===== config.mk =====
export PLATFORM = sky130hd
export DESIGN_NAME = cie_front
export DESIGN_NICKNAME = d
export VERILOG_FILES = /design/src/hdl/cie_pkg.sv /design/src/hdl/cie_front.sv
export SDC_FILE = /design/constraint.sdc
export NUM_CORES = 1
export LEC_CHECK = 0
export ABC_CLOCK_PERIOD_IN_PS = 5100
export BUFFER_PORTS_ARGS = -buffer_cell sky130_fd_sc_hd__buf_2
export CORE_ASPECT_RATIO = 0.5
export CORE_MARGIN = 5
export CORE_UTILIZATION = 45
export CTS_CLUSTER_DIAMETER = 50
export DETAILED_ROUTE_END_ITERATION = 12
export PLACE_DENSITY = 0.75
export SLEW_MARGIN = 10
export SYNTH_ARGS = -nofsm -noshare
export SYNTH_HDL_FRONTEND = slang
export SYNTH_SLANG_ARGS = --single-unit

===== constraint.sdc =====
create_clock -name clk -period 5.1 [get_ports clk]
set_input_delay 1.02 -clock clk [delete_from_list [all_inputs] [get_ports clk]]
set_output_delay 1.02 -clock clk [all_outputs]
set_load 0.05 [all_outputs]

===== src/hdl/cie_pkg.sv =====
`timescale 1ns / 1ps
`default_nettype none
package cie_pkg;

  localparam int DATA_BYTES    = 65536;
  localparam int SPECIAL_COUNT = 256;
  localparam int GPR_COUNT     = 16;
  localparam int MEM_AW        = $clog2(DATA_BYTES);
  localparam int SR_AW         = $clog2(SPECIAL_COUNT);
  localparam int GPR_AW        = $clog2(GPR_COUNT);

  localparam logic [1:0] EXC_NONE    = 2'd0;
  localparam logic [1:0] EXC_ILLEGAL = 2'd1;
  localparam logic [1:0] EXC_BREAK   = 2'd2;
  localparam logic [1:0] EXC_EXIT    = 2'd3;

  localparam int FLG_EQ  = 0;
  localparam int FLG_GT  = 1;
  localparam int FLG_LT  = 2;
  localparam int FLG_GTU = 3;
  localparam int FLG_LTU = 4;

  localparam logic [GPR_AW-1:0] REG_FP = GPR_AW'(0);
  localparam logic [GPR_AW-1:0] REG_SP = GPR_AW'(1);

  localparam logic [SR_AW-1:0] SR_HANDLER = SR_AW'(1);
  localparam logic [SR_AW-1:0] SR_CAUSE   = SR_AW'(2);
  localparam logic [SR_AW-1:0] SR_ARG     = SR_AW'(3);
  localparam logic [31:0]      SWI_CAUSE  = 32'd3;
  localparam logic [31:0]      SWI_EXIT   = 32'h0000_0001;
  localparam logic [31:0]      SWI_CALL   = 32'hffff_ffff;

  localparam logic [1:0] F2_INC = 2'd0;
  localparam logic [1:0] F2_DEC = 2'd1;
  localparam logic [1:0] F2_GSR = 2'd2;
  localparam logic [1:0] F2_SSR = 2'd3;

  localparam logic [3:0] BR_EQ  = 4'd0;
  localparam logic [3:0] BR_NE  = 4'd1;
  localparam logic [3:0] BR_LT  = 4'd2;
  localparam logic [3:0] BR_GT  = 4'd3;
  localparam logic [3:0] BR_LTU = 4'd4;
  localparam logic [3:0] BR_GTU = 4'd5;
  localparam logic [3:0] BR_GE  = 4'd6;
  localparam logic [3:0] BR_LE  = 4'd7;
  localparam logic [3:0] BR_GEU = 4'd8;
  localparam logic [3:0] BR_LEU = 4'd9;

  localparam logic [7:0] OP_LDI_L = 8'h01;
  localparam logic [7:0] OP_MOV   = 8'h02;
  localparam logic [7:0] OP_JSRA  = 8'h03;
  localparam logic [7:0] OP_RET   = 8'h04;
  localparam logic [7:0] OP_ADD   = 8'h05;
  localparam logic [7:0] OP_PUSH  = 8'h06;
  localparam logic [7:0] OP_POP   = 8'h07;
  localparam logic [7:0] OP_LDA_L = 8'h08;
  localparam logic [7:0] OP_STA_L = 8'h09;
  localparam logic [7:0] OP_LD_L  = 8'h0a;
  localparam logic [7:0] OP_ST_L  = 8'h0b;
  localparam logic [7:0] OP_LDO_L = 8'h0c;
  localparam logic [7:0] OP_STO_L = 8'h0d;
  localparam logic [7:0] OP_CMP   = 8'h0e;
  localparam logic [7:0] OP_NOP   = 8'h0f;
  localparam logic [7:0] OP_SEXB  = 8'h10;
  localparam logic [7:0] OP_SEXS  = 8'h11;
  localparam logic [7:0] OP_JSR   = 8'h19;
  localparam logic [7:0] OP_JMPA  = 8'h1a;
  localparam logic [7:0] OP_LDI_B = 8'h1b;
  localparam logic [7:0] OP_LD_B  = 8'h1c;
  localparam logic [7:0] OP_LDA_B = 8'h1d;
  localparam logic [7:0] OP_ST_B  = 8'h1e;
  localparam logic [7:0] OP_STA_B = 8'h1f;
  localparam logic [7:0] OP_LDI_S = 8'h20;
  localparam logic [7:0] OP_LD_S  = 8'h21;
  localparam logic [7:0] OP_LDA_S = 8'h22;
  localparam logic [7:0] OP_ST_S  = 8'h23;
  localparam logic [7:0] OP_STA_S = 8'h24;
  localparam logic [7:0] OP_JMP   = 8'h25;
  localparam logic [7:0] OP_AND   = 8'h26;
  localparam logic [7:0] OP_LSHR  = 8'h27;
  localparam logic [7:0] OP_ASHL  = 8'h28;
  localparam logic [7:0] OP_SUB   = 8'h29;
  localparam logic [7:0] OP_NEG   = 8'h2a;
  localparam logic [7:0] OP_OR    = 8'h2b;
  localparam logic [7:0] OP_NOT   = 8'h2c;
  localparam logic [7:0] OP_ASHR  = 8'h2d;
  localparam logic [7:0] OP_XOR   = 8'h2e;
  localparam logic [7:0] OP_MUL   = 8'h2f;
  localparam logic [7:0] OP_SWI   = 8'h30;
  localparam logic [7:0] OP_DIV   = 8'h31;
  localparam logic [7:0] OP_UDIV  = 8'h32;
  localparam logic [7:0] OP_MOD   = 8'h33;
  localparam logic [7:0] OP_UMOD  = 8'h34;
  localparam logic [7:0] OP_BRK   = 8'h35;
  localparam logic [7:0] OP_LDO_B = 8'h36;
  localparam logic [7:0] OP_STO_B = 8'h37;
  localparam logic [7:0] OP_LDO_S = 8'h38;
  localparam logic [7:0] OP_STO_S = 8'h39;

  typedef enum logic [4:0] {
    C_ILLEGAL, C_NOP, C_BRK, C_BRANCH, C_INCDEC, C_GSR, C_SSR, C_LDI, C_ALU,
    C_CMP, C_DIV, C_LOAD, C_STORE, C_PUSH, C_POP, C_CALL, C_RET, C_JUMP, C_SWI
  } cls_t;

  typedef enum logic [1:0] {AM_EXT, AM_REG, AM_OFF} amode_t;

  typedef struct packed {
    cls_t              cls;
    logic [GPR_AW-1:0] ra;
    logic [GPR_AW-1:0] rb;
    amode_t            amode;
    logic [2:0]        nbytes;
    logic              sdat_a;
    logic              tgt_ext;
    logic              long_f;
    logic [15:0]       iw;
    logic [31:0]       ext;
  } dec_t;

  typedef struct packed {
    logic [31:0] next_pc;
    logic [1:0]  exc;
  } res_t;

  typedef struct packed {
    logic        start;
    logic        sgn;
    logic        rem;
    logic [31:0] a;
    logic [31:0] b;
  } div_req_t;

  typedef struct packed {
    logic        done;
    logic [31:0] result;
  } div_rsp_t;

  typedef enum logic [4:0] {
    XS_IDLE, XS_RDA, XS_RDB, XS_RDX, XS_FP1, XS_FP2, XS_EXEC, XS_DIV, XS_SRC,
    XS_SW3, XS_MRD, XS_MRC, XS_MWR, XS_POST, XS_WB1, XS_WB2, XS_DONE
  } xs_t;

endpackage
`default_nettype wire


===== src/hdl/cie_front.sv =====
`timescale 1ns / 1ps
`default_nettype none
module cie_front
  import cie_pkg::*;
(
  input  wire logic        clk,
  input  wire logic        rst_n,
  input  wire logic        in_push,
  output logic             in_full,
  input  wire logic [15:0] in_instruction,
  input  wire logic [31:0] in_extension_word,
  output logic             q_empty,
  output dec_t             q_item,
  input  wire logic        q_pop
);

  function automatic dec_t decode(input logic [15:0] iw, input logic [31:0] ext);
    dec_t d;
    d         = '0;
    d.cls     = C_ILLEGAL;
    d.ra      = iw[7:4];
    d.rb      = iw[3:0];
    d.amode   = AM_EXT;
    d.nbytes  = 3'd4;
    d.iw      = iw;
    d.ext     = ext;
    if (iw[15]) begin
      if (iw[14]) begin
        d.cls = C_BRANCH;
      end else begin
        d.ra = iw[11:8];
        case (iw[13:12])
          F2_INC, F2_DEC: d.cls = C_INCDEC;
          F2_GSR:         d.cls = C_GSR;
          default:        d.cls = C_SSR;
        endcase
      end
    end else begin
      case (iw[15:8])
        OP_LDI_L, OP_LDI_B, OP_LDI_S: begin
          d.cls = C_LDI; d.long_f = 1'b1;
        end
        OP_MOV, OP_ADD, OP_SEXB, OP_SEXS, OP_AND, OP_LSHR, OP_ASHL, OP_SUB,
        OP_NEG, OP_OR, OP_NOT, OP_ASHR, OP_XOR, OP_MUL: d.cls = C_ALU;
        OP_JSRA: begin
          d.cls = C_CALL; d.tgt_ext = 1'b1; d.long_f = 1'b1;
        end
        OP_JSR:  d.cls = C_CALL;
        OP_RET:  d.cls = C_RET;
        OP_PUSH: d.cls = C_PUSH;
        OP_POP:  d.cls = C_POP;
        OP_CMP:  d.cls = C_CMP;
        OP_NOP:  d.cls = C_NOP;
        OP_BRK:  d.cls = C_BRK;
        OP_JMPA: begin
          d.cls = C_JUMP; d.tgt_ext = 1'b1; d.long_f = 1'b1;
        end
        OP_JMP: d.cls = C_JUMP;
        OP_SWI: begin
          d.cls = C_SWI; d.long_f = 1'b1;
        end
        OP_DIV, OP_UDIV, OP_MOD, OP_UMOD: d.cls = C_DIV;
        OP_LDA_L: begin d.cls = C_LOAD; d.long_f = 1'b1; end
        OP_LD_L:  begin d.cls = C_LOAD; d.amode = AM_REG; end
        OP_LDO_L: begin d.cls = C_LOAD; d.amode = AM_OFF; d.long_f = 1'b1; end
        OP_LDA_S: begin d.cls = C_LOAD; d.nbytes = 3'd2; d.long_f = 1'b1; end
        OP_LD_S:  begin d.cls = C_LOAD; d.nbytes = 3'd2; d.amode = AM_REG; end
        OP_LDO_S: begin
          d.cls = C_LOAD; d.nbytes = 3'd2; d.amode = AM_OFF; d.long_f = 1'b1;
        end
        OP_LDA_B: begin d.cls = C_LOAD; d.nbytes = 3'd1; d.long_f = 1'b1; end
        OP_LD_B:  begin d.cls = C_LOAD; d.nbytes = 3'd1; d.amode = AM_REG; end
        OP_LDO_B: begin
          d.cls = C_LOAD; d.nbytes = 3'd1; d.amode = AM_OFF; d.long_f = 1'b1;
        end
        OP_STA_L: begin d.cls = C_STORE; d.sdat_a = 1'b1; d.long_f = 1'b1; end
        OP_ST_L:  begin d.cls = C_STORE; d.amode = AM_REG; end
        OP_STO_L: begin d.cls = C_STORE; d.amode = AM_OFF; d.long_f = 1'b1; end
        OP_STA_S: begin
          d.cls = C_STORE; d.nbytes = 3'd2; d.sdat_a = 1'b1; d.long_f = 1'b1;
        end
        OP_ST_S:  begin d.cls = C_STORE; d.nbytes = 3'd2; d.amode = AM_REG; end
        OP_STO_S: begin
          d.cls = C_STORE; d.nbytes = 3'd2; d.amode = AM_OFF; d.long_f = 1'b1;
        end
        OP_STA_B: begin
          d.cls = C_STORE; d.nbytes = 3'd1; d.sdat_a = 1'b1; d.long_f = 1'b1;
        end
        OP_ST_B:  begin d.cls = C_STORE; d.nbytes = 3'd1; d.amode = AM_REG; end
        OP_STO_B: begin
          d.cls = C_STORE; d.nbytes = 3'd1; d.amode = AM_OFF; d.long_f = 1'b1;
        end
        default: d.cls = C_ILLEGAL;
      endcase
    end
    return d;
  endfunction

  dec_t       slot_r [2];
  logic       wp_r, rp_r;
  logic [1:0] cnt_r;
  logic       push_ok, pop_ok;

  assign in_full = (cnt_r == 2'd2);
  assign q_empty = (cnt_r == 2'd0);
  assign q_item  = slot_r[rp_r];
  assign push_ok = in_push && !in_full;
  assign pop_ok  = q_pop && !q_empty;

  always_ff @(posedge clk) begin
    if (push_ok) begin
      slot_r[wp_r] <= decode(in_instruction, in_extension_word);
    end
  end

  always_ff @(posedge clk) begin
    if (!rst_n) begin
      wp_r  <= 1'b0;
      rp_r  <= 1'b0;
      cnt_r <= 2'd0;
    end else begin
      if (push_ok) wp_r <= !wp_r;
      if (pop_ok)  rp_r <= !rp_r;
      if (push_ok && !pop_ok) cnt_r <= cnt_r + 2'd1;
      else if (pop_ok && !push_ok) cnt_r <= cnt_r - 2'd1;
    end
  end

endmodule
`default_nettype wire


# == After elaboration in Yosys (flattened, before gate mapping) ==
# Memory sizes are Yosys's and may differ from the RTL's. A register that Yosys moved wholly into a read port is not among the register bits.
# Cells that the tools add are included.
# totals
regBits,4
n_memories,1
wordCells,108
mem_bits_rw,138
inputBits,52
# mem_list
memory,words,width,read_ports,rd_clocked_by_memory_dff,wr,line,source
slot_r,2,69,1,1,1,cie_front.sv:99,dec_t slot_r [2];
# classes
add_sub_neg,2
n_eq_ne,53
reduce_logical,28
n_mux,21
# ops
cell,count
$eq A8 B6 Y1 const B,26
$eq A8 B5 Y1 const B,9
$pmux W5 S14,1
$eq A8 B4 Y1 const B,8
$eq A8 B3 Y1 const B,4
$reduce_or A6 Y1,4
$reduce_or A18 Y1,1
$reduce_or A9 Y1,2
$eq A8 B2 Y1 const B,2
$mux W8,2
$reduce_or A14 Y1,1
$mux W4,3
$mux W5,2
$eq A8 B1 Y1 const B,1
$pmux W2 S2,2
$reduce_or A2 Y1,4
$mux W1,7
$logic_not A1 Y1,6
$pmux W3 S2,1
$reduce_or A3 Y1,2
$eq A2 B2 Y1 const B,2
$logic_and A1 B1 Y1,4
$logic_not A2 Y1,2
$mux W2,2
other kinds (6),6

# == Logic depth before layout (Yosys ltp) ==
# logic_depth
depth_word,7
ltp_mapped,8
ltp_nobuf,7

# == Worst setup path after synthesis ==
# No wires, ideal clock.
# synth_path
path_kind,input to register
startpoint,input port in_push
endpoint,"memory slot_r[0][0] in the netlist's numbering, enable pin"
path_buffers,0
arrival_ns,3.834
setup_ns,0.490
cell_stages,2
t_required_ns,4.610
setup_slack_ns,0.777
path_cell_list,nand2_1 > nor2_1
# synth_via
elab_chain_cells,3
# synth_lines
element,line,source
"start, declared",cie_front.sv:8,"input wire logic in_push,"
$logic_and A1 B1 Y1,cie_front.sv:107,assign push_ok = in_push && !in_full;
$mux W1,cie_front.sv:111,if (push_ok) begin
$mux W1 (implied by the code),cie_front.sv:112,"slot_r[wp_r] <= decode(in_instruction, in_extension_word);"
"end, declared",cie_front.sv:99,
# Every way passes these cells.

==> results.txt <==
GR Overflow Total: 0
Iteration count of the initial detailed-routing pass: 5
Clock Path Buffers: 2
Max IR drop VDD: 0.3071 mV
PD cells: 571.1 mW/mm^2
Cells after DPL: 649
Slew headroom: 21.25%
Area growth, synth to finish: 23.50%
Clk slew on worst S/H paths: 0.06 ns
Flip-flop and latch area: 0.004005 sq mm
Syn. warnings: 0
Mapped cell area: 0.005824 sq mm
Resize count post-CTS: 0
F_max: 0.2933 GHz
Vias per inst: 5.325
Clk Latency, worst-skew pair: 0.40 ns
Final setup TNS: 0 ns
Final hold vios: 0
Gr usage total: 15.55%
Die area: 0.01546 sq mm
Routability cong.: 0.9205
Rows: 29
Final Slew Violations: 0
H-Tree Depth: 4
Top delay family on crit path: flip-flops
Reg2reg path depth: 3
Antenna Nets Post-Route: 0
EDFF count, synth: 130
Clk sinks: 135
CP max stage delay: 0.85 ns
Post-Syn Instances: 380
CTS tree: yes
Starting density of the core: 45.99%
CP max FO: 33
Postcts setup bufs: 0
Largest cells by area after synthesis: edfxtp_1 (67%), mux2_2 (13%), dfxtp_1 (1.7%)
Initial antenna violation count: 0
Cell Count, Final, Fillers Out: 681
Port bufs: 122
Tot Pwr: 4.108 mW
Synth Flop Type: edfxtp_1
Nets: 551
Global-route wire length before repair: 18,960 um
Min-Delay Endpoint: cnt_r[1]
Number of DRC markers in iteration 0: 432
Worst-margin pin slew: 1.181 ns
Worst hold path depth: 2
Post-layout util: 56.80%
P_leak: 2.660 nW
Synth Register Bits: 135
Largest net degree at the start of global routing: 49
Diode count: 0
Critical path launch point type: register
Layout cell share with drive strength beyond 1: 45.21%
Die width: 170.9 um
Fill cell count: 998
Post-CTS Hold Fix Bufs: 0
Min Tclk post-route: 3.409 ns
Asr flop ratio synth: 0%
Crit path arrival time: 2.39 ns
Mean post-synth cell area: 15.33 sq um
Max-cap violations: 0
Outcome: completed
Number of global-route vias before repair: 3,738
DRC errors left: 0
Top cell type's share of synthesized area: 67.02%
CP Capture Type: primary output
R2r startpoint: cnt_r[0]
RR Endpoint: slot_r[1][60]
CP required: 4.08 ns
CTS Buf Count: 17
Boundary Pins: 123
Routed wire per std cell: 17.19 um
WP buf/inv: 2
Die height: 90.45 um
Yosys cell types: 53
Seq/Total Area, Yosys: 68.74%
Area of the multi-input gates: 0.001662 sq mm
Final Routed Wirelength: 11,710 um
Worst-path cell chain: buf_4, mux2_2, buf_2
Final Cycle Share: 66.85%
Via count: 3,626
Min-delay src: cnt_r[1]
Slowest CP cell: dfxtp_2
Unrepaired setup endpoints after global routing: false
Final setup viols: 0
Syn_nets: 433
CTS Root Cell: clkbuf_16
Crit path kind: reg -> out
Detailed placer's ending HPWL: 7732 um
FF-to-FF setup slack: 2.75 ns
Core area: 0.01266 sq mm
Worst min path class: reg -> reg
Cell taking the most area after synthesis: edfxtp_1
Clock skew: 0.007856 ns
==> worst min-delay path, cell delays in order (launching register included) <==
cell and delay (ns):
dfxtp_1 0.33, o21ai_0 0.07, a21boi_0 0.07
==> cell families (layout without fill, tap and decap cells) <==
| logic type | after synthesis | after routing | synth area share, % |
|---|---|---|---|
| XOR/XNOR | 5 | 5 | 0.7518 |
| AO/OA/AOI/OAI | 48 | 48 | 5.650 |
| AND/OR/NAND/NOR | 94 | 94 | 8.958 |
| buffers and inverters | 31 | 162 | 2.879 |
| flip-flops | 135 | 135 | 68.74 |
| multiplexers | 66 | 66 | 12.80 |
| adder cells (fa/ha/maj) | 1 | 1 | 0.2148 |
==> through the flow <==
step                hold WS (ns)  area, sq um  worst slack [ns]
CTS                       0.5258         7193             1.623
global placement          0.5065         6535             2.037
floorplan                 0.4872         5824            0.7766
finish                    0.5276         7193             1.691
global route              0.5554         7193             1.553
detailed placement        0.5191         6535             2.049
==> metal layers <==
metal  part of all wire (%)  global-route usage, %  up-vias
met5                      0                      0        -
met4                    1.4                  5.010        0
met1                     40                  18.18     1796
li1                       -                      -     1691
met3                    5.8                  4.373       13
met2                     53                  27.69      126
==> worst max-delay path by stage <==
stage	end	depth (start not counted)
after detailed placement	q_item[37]	3
after global routing	q_item[58]	3
final	q_item[68]	3
after CTS	q_item[37]	3
after global placement	q_item[50]	3
after floorplan	slot_r[0][0]	2
==> cell usage in the layout (no fill, tap or decap), types with 4 or more instances in the layout <==
| cell | count |
|---|---|
| inv_1 | 4 |
| a32oi_1 | 4 |
| buf_4 | 4 |
| bufinv_16 | 6 |
| nand3_1 | 7 |
| dfxtp_1 | 4 |
| xnor2_1 | 4 |
| nand2_1 | 26 |
| nor2_1 | 14 |
| nor2b_1 | 9 |
| clkbuf_16 | 17 |
| buf_2 | 122 |
| nand2b_1 | 5 |
| mux2_2 | 65 |
| a21oi_1 | 8 |
| clkinv_2 | 4 |
| nor3_1 | 5 |
| o21ai_0 | 10 |
| and2_1 | 5 |
| edfxtp_1 | 130 |
==> cell type report <==
class                      instances  share of cell area [%]
sequential                       135                   55.68
timing repair buffer             126                   8.906
inverter                           4                  0.2087
clock buffer                      18                   5.966
clock inverter                    14                   3.183
tap                              170                   2.957
multi-input combinational        214                   23.10
==> Yosys cell counts, drive strengths merged, types with 2 or more instances <==
cell type  count
nor3b          2
o22ai          2
or2            2
a21boi         2
nor3           5
nor2b          9
nor4           2
dfxtp          5
o32ai          2
o21ai         10
and2           5
nand2b         5
nand2         26
a211oi         3
a32o           2
inv            4
or3            2
clkbuf         5
mux2          65
xnor2          4
a31oi          3
nand3          7
nand4          3
a21oi          9
o31ai          2
o211ai         2
and3           4
nor2          16
edfxtp       130
a32oi          4
and3b          2
buf           22
==> flip-flops by register name (all words and copies together), names as in the netlist, named ones only <==
signal  cells
slot_r    130
cnt_r       2
rp_r        1
wp_r        1
==> power by group <==
group | total [mW] | switching (mW) | internal [mW]
registers | 1.46 | 0.0720 | 1.39
logic | 1.30 | 0.941 | 0.355
clock network | 1.35 | 0.437 | 0.914
total | 4.11 | 1.45 | 2.66
Power figures use the tool's default switching activity.
